### src/rtl/fca_pkg.sv
// ----------------------------------------------------------------------------
// fca_pkg: shared types and constants of the FAT chain allocator
// Table geometry, entry codes, opcodes, status codes, controller states and
// the command/status bundles between controller and datapath.
// ----------------------------------------------------------------------------
package fca_pkg;

   // Table geometry; TABLE_SIZE must be a power of two
   localparam int TABLE_SIZE = 4096;
   localparam int IDX_W      = $clog2(TABLE_SIZE);
   localparam int CNT_W      = $clog2(TABLE_SIZE + 1);

   // Field widths fixed by the interface
   localparam int ENTRY_W = 13;
   localparam int START_W = 12;
   localparam int OPC_W   = 3;
   localparam int FREED_W = 13;

   // Entry codes
   localparam logic signed [ENTRY_W-1:0] ENT_FREE = ENTRY_W'(-2);
   localparam logic signed [ENTRY_W-1:0] ENT_END  = ENTRY_W'(-1);

   typedef enum logic [OPC_W-1:0] {
      OP_READ   = 3'd0,
      OP_WRITE  = 3'd1,
      OP_ALLOC  = 3'd2,
      OP_APPEND = 3'd3,
      OP_FREE   = 3'd4
   } op_type;

   typedef enum logic [1:0] {
      STS_OK      = 2'd0,
      STS_NOSPACE = 2'd1,
      STS_BAD     = 2'd2
   } sts_code_type;

   // Table write port source
   typedef enum logic [2:0] {
      WR_NONE,
      WR_VALUE,
      WR_LINK,
      WR_END,
      WR_FREE,
      WR_CLEAR
   } wr_sel_type;

   typedef enum logic [3:0] {
      CTL_CLEAR,
      CTL_IDLE,
      CTL_DECODE,
      CTL_READ_WAIT,
      CTL_APP_CHECK,
      CTL_SCAN,
      CTL_LINK,
      CTL_FILL_END,
      CTL_WALK_CHECK,
      CTL_WALK_READ,
      CTL_FINISH
   } ctl_state_type;

   // Controller to datapath
   typedef struct packed {
      logic         load;
      logic         scan_init;
      logic         scan;
      wr_sel_type   wr_sel;
      logic         walk_adv;
      logic         set_rd_result;
      logic         set_found_result;
      logic         set_status;
      sts_code_type status_code;
      logic         rsp_load;
   } dp_cmd_type;

   // Datapath to controller
   typedef struct packed {
      logic             clr_last;
      logic [OPC_W-1:0] opcode;
      logic             idx_valid;
      logic             idx_is_end;
      logic             val_valid;
      logic             rd_free;
      logic             rd_end;
      logic             next_valid;
      logic             steps_full;
      logic             scan_hit;
      logic             scan_empty;
      logic             rsp_free;
   } dp_sts_type;

   function automatic logic is_valid_index(input logic signed [ENTRY_W-1:0] v);
      return (v >= 0) && (int'(v) < TABLE_SIZE);
   endfunction

endpackage

### src/rtl/fca_ctrl.sv
// ----------------------------------------------------------------------------
// fca_ctrl: allocator controller
// Sequences the clearing pass, decodes each operation and steps the
// datapath through reads, free-block scans, chain walks and table writes.
// ----------------------------------------------------------------------------
module fca_ctrl import fca_pkg::*;
(
   input  logic       clock,
   input  logic       reset,
   input  logic       req_valid,
   output logic       req_ready,
   input  dp_sts_type sts,
   output dp_cmd_type cmd
);

   ctl_state_type state_ff;
   ctl_state_type state_in;

   // State register
   always_ff @(posedge clock) begin
      if (reset) begin
         state_ff <= CTL_CLEAR;
      end else begin
         state_ff <= state_in;
      end
   end

   // Next state and commands
   always_comb begin
      state_in  = state_ff;
      cmd       = '0;
      req_ready = 1'b0;
      case (state_ff)
         CTL_CLEAR: begin
            cmd.wr_sel = WR_CLEAR;
            if (sts.clr_last) begin
               state_in = CTL_IDLE;
            end
         end
         CTL_IDLE: begin
            req_ready = 1'b1;
            if (req_valid) begin
               cmd.load = 1'b1;
               state_in = CTL_DECODE;
            end
         end
         CTL_DECODE: begin
            state_in = CTL_FINISH;
            case (op_type'(sts.opcode))
               OP_READ: begin
                  if (sts.idx_valid) begin
                     state_in = CTL_READ_WAIT;
                  end else begin
                     cmd.set_status  = 1'b1;
                     cmd.status_code = STS_BAD;
                  end
               end
               OP_WRITE: begin
                  if (sts.idx_valid && sts.val_valid) begin
                     cmd.wr_sel = WR_VALUE;
                  end else begin
                     cmd.set_status  = 1'b1;
                     cmd.status_code = STS_BAD;
                  end
               end
               OP_ALLOC: begin
                  cmd.scan_init = 1'b1;
                  state_in      = CTL_SCAN;
               end
               OP_APPEND: begin
                  if (sts.idx_valid) begin
                     state_in = CTL_APP_CHECK;
                  end else begin
                     cmd.set_status  = 1'b1;
                     cmd.status_code = STS_BAD;
                  end
               end
               OP_FREE: begin
                  // empty chain finishes at once with ok
                  if (!sts.idx_is_end) begin
                     if (sts.idx_valid) begin
                        state_in = CTL_WALK_CHECK;
                     end else begin
                        cmd.set_status  = 1'b1;
                        cmd.status_code = STS_BAD;
                     end
                  end
               end
               default: begin
                  cmd.set_status  = 1'b1;
                  cmd.status_code = STS_BAD;
               end
            endcase
         end
         CTL_READ_WAIT: begin
            cmd.set_rd_result = 1'b1;
            state_in          = CTL_FINISH;
         end
         CTL_APP_CHECK: begin
            // appending after a free block is refused
            if (sts.rd_free) begin
               cmd.set_status  = 1'b1;
               cmd.status_code = STS_BAD;
               state_in        = CTL_FINISH;
            end else begin
               cmd.scan_init = 1'b1;
               state_in      = CTL_SCAN;
            end
         end
         CTL_SCAN: begin
            if (sts.scan_hit) begin
               state_in = (op_type'(sts.opcode) == OP_APPEND) ? CTL_LINK : CTL_FILL_END;
            end else if (sts.scan_empty) begin
               cmd.set_status  = 1'b1;
               cmd.status_code = STS_NOSPACE;
               state_in        = CTL_FINISH;
            end else begin
               cmd.scan = 1'b1;
            end
         end
         CTL_LINK: begin
            cmd.wr_sel = WR_LINK;
            state_in   = CTL_FILL_END;
         end
         CTL_FILL_END: begin
            cmd.wr_sel           = WR_END;
            cmd.set_found_result = 1'b1;
            state_in             = CTL_FINISH;
         end
         CTL_WALK_CHECK: begin
            if (sts.steps_full || sts.rd_free) begin
               cmd.set_status  = 1'b1;
               cmd.status_code = STS_BAD;
               state_in        = CTL_FINISH;
            end else begin
               // free this block and follow its link
               cmd.wr_sel   = WR_FREE;
               cmd.walk_adv = 1'b1;
               if (sts.rd_end) begin
                  state_in = CTL_FINISH;
               end else if (!sts.next_valid) begin
                  cmd.set_status  = 1'b1;
                  cmd.status_code = STS_BAD;
                  state_in        = CTL_FINISH;
               end else begin
                  state_in = CTL_WALK_READ;
               end
            end
         end
         CTL_WALK_READ: begin
            state_in = CTL_WALK_CHECK;
         end
         CTL_FINISH: begin
            if (sts.rsp_free) begin
               cmd.rsp_load = 1'b1;
               state_in     = CTL_IDLE;
            end
         end
         default: begin
            state_in = CTL_IDLE;
         end
      endcase
   end

endmodule

### config.mk
export PLATFORM = sky130hd
export DESIGN_NAME = fca_ctrl
export DESIGN_NICKNAME = d
export VERILOG_FILES = /design/src/rtl/fca_pkg.sv /design/src/rtl/fca_ctrl.sv
export SDC_FILE = /design/constraint.sdc
export NUM_CORES = 1
export LEC_CHECK = 0
export ABC_AREA = 1
export BUFFER_PORTS_ARGS = -buffer_cell sky130_fd_sc_hd__buf_4
export CELL_PAD_IN_SITES_DETAIL_PLACEMENT = 1
export CELL_PAD_IN_SITES_GLOBAL_PLACEMENT = 1
export CORE_MARGIN = 2
export CORE_UTILIZATION = 28
export CTS_CLUSTER_SIZE = 24
export DETAILED_ROUTE_END_ITERATION = 7
export PLACE_DENSITY = 0.78
export SLEW_MARGIN = 10
export SYNTH_ARGS = -nofsm -noshare
export SYNTH_HDL_FRONTEND = slang
export SYNTH_SLANG_ARGS = --single-unit
### constraint.sdc
create_clock -name clock -period 1.4 [get_ports clock]
set_input_delay 0.28 -clock clock [delete_from_list [all_inputs] [get_ports clock]]
set_output_delay 0.28 -clock clock [all_outputs]
set_load 0.05 [all_outputs]
==> results.json, run 1 <==
{
  "status": "aborted with a tool error",
  "haltStage": "clock tree synthesis",
  "error": "[ERROR DPL-0033] detailed placement checks failed during check placement.",
  "io_pins": 31,
  "synth_warnings": 0,
  "synth_area_um2": 642,
  "place_inst": 210,
  "core.rowCount": 17,
  "synth.distinct_cells": 24,
  "port_buffers": 30,
  "yosys-top-cells-area": "nand2_1, dfxtp_1, inv_1, nor2_1, nand3_1",
  "cts_root_buffer": "clkbuf_4",
  "cts_setup_buffers": 7,
  "ctsLongestPathBuffers": 2,
  "cts_sinks": 4,
  "yosys.area_share.simple_pct": 56.7,
  "syn_inst": 120,
  "place.gp.congestion": 0.918,
  "synth_compound_area_share_pct": 14.6,
  "synth_top_area_share_pct": 17.0,
  "synth_fa_ha_area_share_pct": 0,
  "cts.htree.levels": 1,
  "cts_resized": 65,
  "ys_ff_latch": 4,
  "synth.area.mux_share_pct": 0,
  "dieWidth_um": 51.9,
  "start_util_pct": 29.3,
  "die-height_um": 51.9,
  "yosysTopAreaCell": "nand2_1",
  "hold_buffers": 0,
  "synth_top_family_by_area": "simple AND/OR/NAND/NOR gates",
  "yosysSeqAreaShare_pct": 12.5,
  "synth_xor_area_share_pct": 0,
  "dp_hpwl_mm": 2.43,
  "syn_nets": 137,
  "cts_buffers": 3,
  "avgSynthCellArea_um2": 5.35
}
synth_stat cells:
cell type	number
a21oi_1	2
a41oi_1	1
dfxtp_1	4
inv_1	20
inv_2	6
inv_4	1
nand2_1	29
nand2_2	1
nand3_1	10
nand3_2	3
nand4_1	4
nor2_1	20
nor2_2	5
nor2_4	1
nor2_8	1
nor4_1	1
o2111ai_1	1
o211ai_1	1
o21ai_0	4
o21ai_2	1
o21bai_1	1
o22ai_1	1
o31ai_1	1
o32ai_1	1
metrics by stage:
step / hold WS, ns / area (µm²) / utilization, % / setup slack [ns] / TNS (ns)
global placement: 0.463 / 1280 / 58.7 / -0.156 / -0.862
detailed placement: 0.473 / 1280 / 58.7 / -0.272 / -1.50
floorplan: 0.339 / 772 / - / -0.237 / -0.283
cells by family after synthesis:
logic type,Yosys count
flops,4
simple gates,75
compound gates,14
buf+inv,27
==> run 2: changes to the inputs <==
CELL_PAD_IN_SITES_DETAIL_PLACEMENT = default   (was 1)
CELL_PAD_IN_SITES_GLOBAL_PLACEMENT = default   (was 1)
CORE_AREA = 2 2 63 65   (was default)
CORE_MARGIN = default   (was 2)
CORE_UTILIZATION = default   (was 28)
CTS_CLUSTER_SIZE = default   (was 24)
DIE_AREA = 0 0 65 67   (was default)
PLACE_DENSITY = default   (was 0.78)
PLACE_DENSITY_LB_ADDON = 0.15   (was default)
==> results.json, run 2 <==
{
  "hp-class": "in -> reg",
  "cts_tree": "built",
  "async_reset_ff_share_pct": 0,
  "peakVddDrop_v": 0.000671,
  "timing.rr.start": "state_ff[1]",
  "final_cell_mix": "buf_4, buf_6, nand2_1, inv_1, nor2_4",
  "dp_hpwl_mm": 2.13,
  "met2_usage_pct": 26.3,
  "regMostFlops": "state_ff",
  "yosysSeqAreaShare_pct": 12.5,
  "yosysTopAreaCell": "nand2_1",
  "start_kind": "flip-flop",
  "grt_max_degree": 6,
  "final_cell_area_um2": 1730,
  "r2r-end": "state_ff[1]",
  "syn_nets": 137,
  "status": "complete, but fails checks",
  "cp.arrival_ns": 1.37,
  "worst_setup_path_end_kind": "output pin",
  "largest_reg_flops": 4,
  "fmax_mhz": 608,
  "grt-ovfl-total": 0,
  "finClkSkew_ns": 0.00438,
  "die-height_um": 67,
  "leakage_nw": 0.816,
  "crit_fanout": 5,
  "synth.distinct_cells": 24,
  "synth_top_area_share_pct": 17.0,
  "fin_tns_setup_ns": -2.40,
  "powerDensity_nw_per_um2": 1510,
  "start_util_pct": 17.8,
  "synth.area.mux_share_pct": 0,
  "drtAntennaViolNets": 0,
  "antenna_found_initial": 0,
  "hold_viol_final": 0,
  "cts_sinks": 4,
  "postPlaceCellArea_um2": 1300,
  "tightest_slew_ns": 0.282,
  "hold_buffers": 0,
  "critPathLaunch": "state_ff[1]",
  "synth_warnings": 0,
  "ctsLongestPathBuffers": 2,
  "yosys_most_used_dff": "dfxtp_1",
  "dr.first_iter.drc_count": 29,
  "avgSynthCellArea_um2": 5.35,
  "yosys.area_share.simple_pct": 56.7,
  "routed_wl_mm": 2.57,
  "violations": "negative setup slack",
  "insertion_delay_ns": 0.22,
  "gr-usage-met3_pct": 0,
  "core_area_um2": 3610,
  "cts.htree.levels": 1,
  "place_inst": 230,
  "cts_buffers": 3,
  "synth_xor_area_share_pct": 0,
  "drc": 0,
  "grt-busiest-layer": "met2",
  "firstDrtPassIters": 4,
  "die_area_um2": 4360,
  "worstPathRequired_ns": 1.12,
  "grtUsageTotal_pct": 13.0,
  "yosys.cell_count.top_type": "nand2_1",
  "synth_fa_ha_area_share_pct": 0,
  "critPathKind": "reg -> out",
  "io_pins": 31,
  "place.gp.congestion": 0.783,
  "drv_cap": 0,
  "slew_headroom_pct": 81.0,
  "maxSlewViolCount": 0,
  "timing.final.ws_setup_ns": -0.246,
  "n_antenna_cell": 0,
  "dieWidth_um": 65,
  "drive_above_1_share_pct": 66.8,
  "r2r_cells": 9,
  "synth_area_um2": 642,
  "critPathCapture": "cmd[9]",
  "grt_pass1_vias": 1100,
  "yosys-top-cells-count": "nand2_1, inv_1, nor2_1",
  "r2r_slack_ns": -0.04,
  "core.rowCount": 22,
  "nets": 214,
  "synth_compound_area_share_pct": 14.6,
  "synth_edf_count": 0,
  "port_buffers": 30,
  "final-instance-count-excl-fill": 244,
  "post_drt_wl_per_cell_um": 10.5,
  "clkTransAtPathRegs_ns": 0.03,
  "via_count": 1029,
  "vias_per_cell": 4.22,
  "setup-violations-final": 15,
  "ys_ff_latch": 4,
  "reg_top3": "state_ff x4",
  "synth_top_family_by_area": "simple AND/OR/NAND/NOR gates",
  "grt_first_pass_wirelength_mm": 4.60,
  "rsz0062_at_grt": "yes",
  "layout_commonest_cell": "buf_4",
  "met1_usage_pct": 15.3,
  "cts_root_buffer": "clkbuf_8",
  "fin_crit_sh_pct": 118,
  "min_period_ns": 1.65,
  "syn2layout_area_growth_pct": 169,
  "syn_inst": 120,
  "yosys-top-cells-area": "nand2_1, dfxtp_1, inv_1, nor2_1, nand3_1"
}
run 2: cell counts after synthesis:
Identical to the previous run, type by type.
run 2: what timing repair did:
item | in CTS | in global routing
resized for setup | 56 | 26
hold endpoints to repair | 0 | 0
setup buffers | 6 | 5
setup endpoints to repair | 17 | 18
pin swaps | 7 | 16
run 2: how the worst min path moves through the flow:
stage | from | to | slack (ns) | cells after the start
floorplan | reset | state_ff[1] | 0.34 | 1
global placement | reset | state_ff[1] | 0.46 | 2
detailed placement | reset | state_ff[1] | 0.46 | 2
CTS | reset | state_ff[1] | 0.23 | 2
global route | reset | state_ff[1] | 0.24 | 2
finish | reset | state_ff[1] | 0.24 | 2
run 2: where the power goes:
group | switching, mW | total, mW | internal, mW | leakage [nW]
registers | 0.0531 | 0.216 | 0.163 | 0.0350
logic | 1.16 | 2.14 | 0.976 | 0.758
clock network | 0.0614 | 0.256 | 0.195 | 0.0228
total | 1.28 | 2.61 | 1.33 | 0.816
run 2: metal layers:
| layer | up-vias | part of all wire (%) |
|---|---|---|
| met5 | - | 0 |
| met4 | 0 | 0.54 |
| met3 | 2 | 2.3 |
| met2 | 18 | 56 |
| met1 | 473 | 41 |
| li1 | 536 | - |
run 2: critical path, stage by stage, from the launching register on:
cell and delay [ns]:
dfxtp_4 0.34, buf_8 0.13, nor2_4 0.18, inv_4 0.07, buf_6 0.12, o22ai_4 0.13
buf_6 0.17
run 2: final cells by class:
type | instances | area [µm²]
Sequential cell | 4 | 90.1
Tap cell | 48 | 60.1
Clock buffer | 4 | 45.0
Multi-Input combinational cell | 89 | 734
Inverter | 27 | 126
Fill cell | 358 | 1880
Timing Repair Buffer | 72 | 672
run 2: kinds of logic (layout without fill, tap and decap cells):
logic type	Yosys count	after routing
AO/OA/AOI/OAI	14	14
flip-flops	4	4
AND/OR/NAND/NOR	75	75
buffers and inverters	27	103
run 2: metrics by stage:
step / worst slack (ns) / hold WS, ns / utilization [%] / power (mW)
floorplan: -0.237 / 0.339 / - / 1.18
global placement: -0.172 / 0.463 / 36.0 / 1.78
detailed placement: -0.222 / 0.463 / 36.0 / 1.79
CTS: -0.259 / 0.235 / 44.3 / 2.46
global route: -0.317 / 0.239 / 47.9 / 2.79
finish: -0.246 / 0.238 / 47.9 / 2.61
No activity file was read; power rests on OpenSTA's default activity.
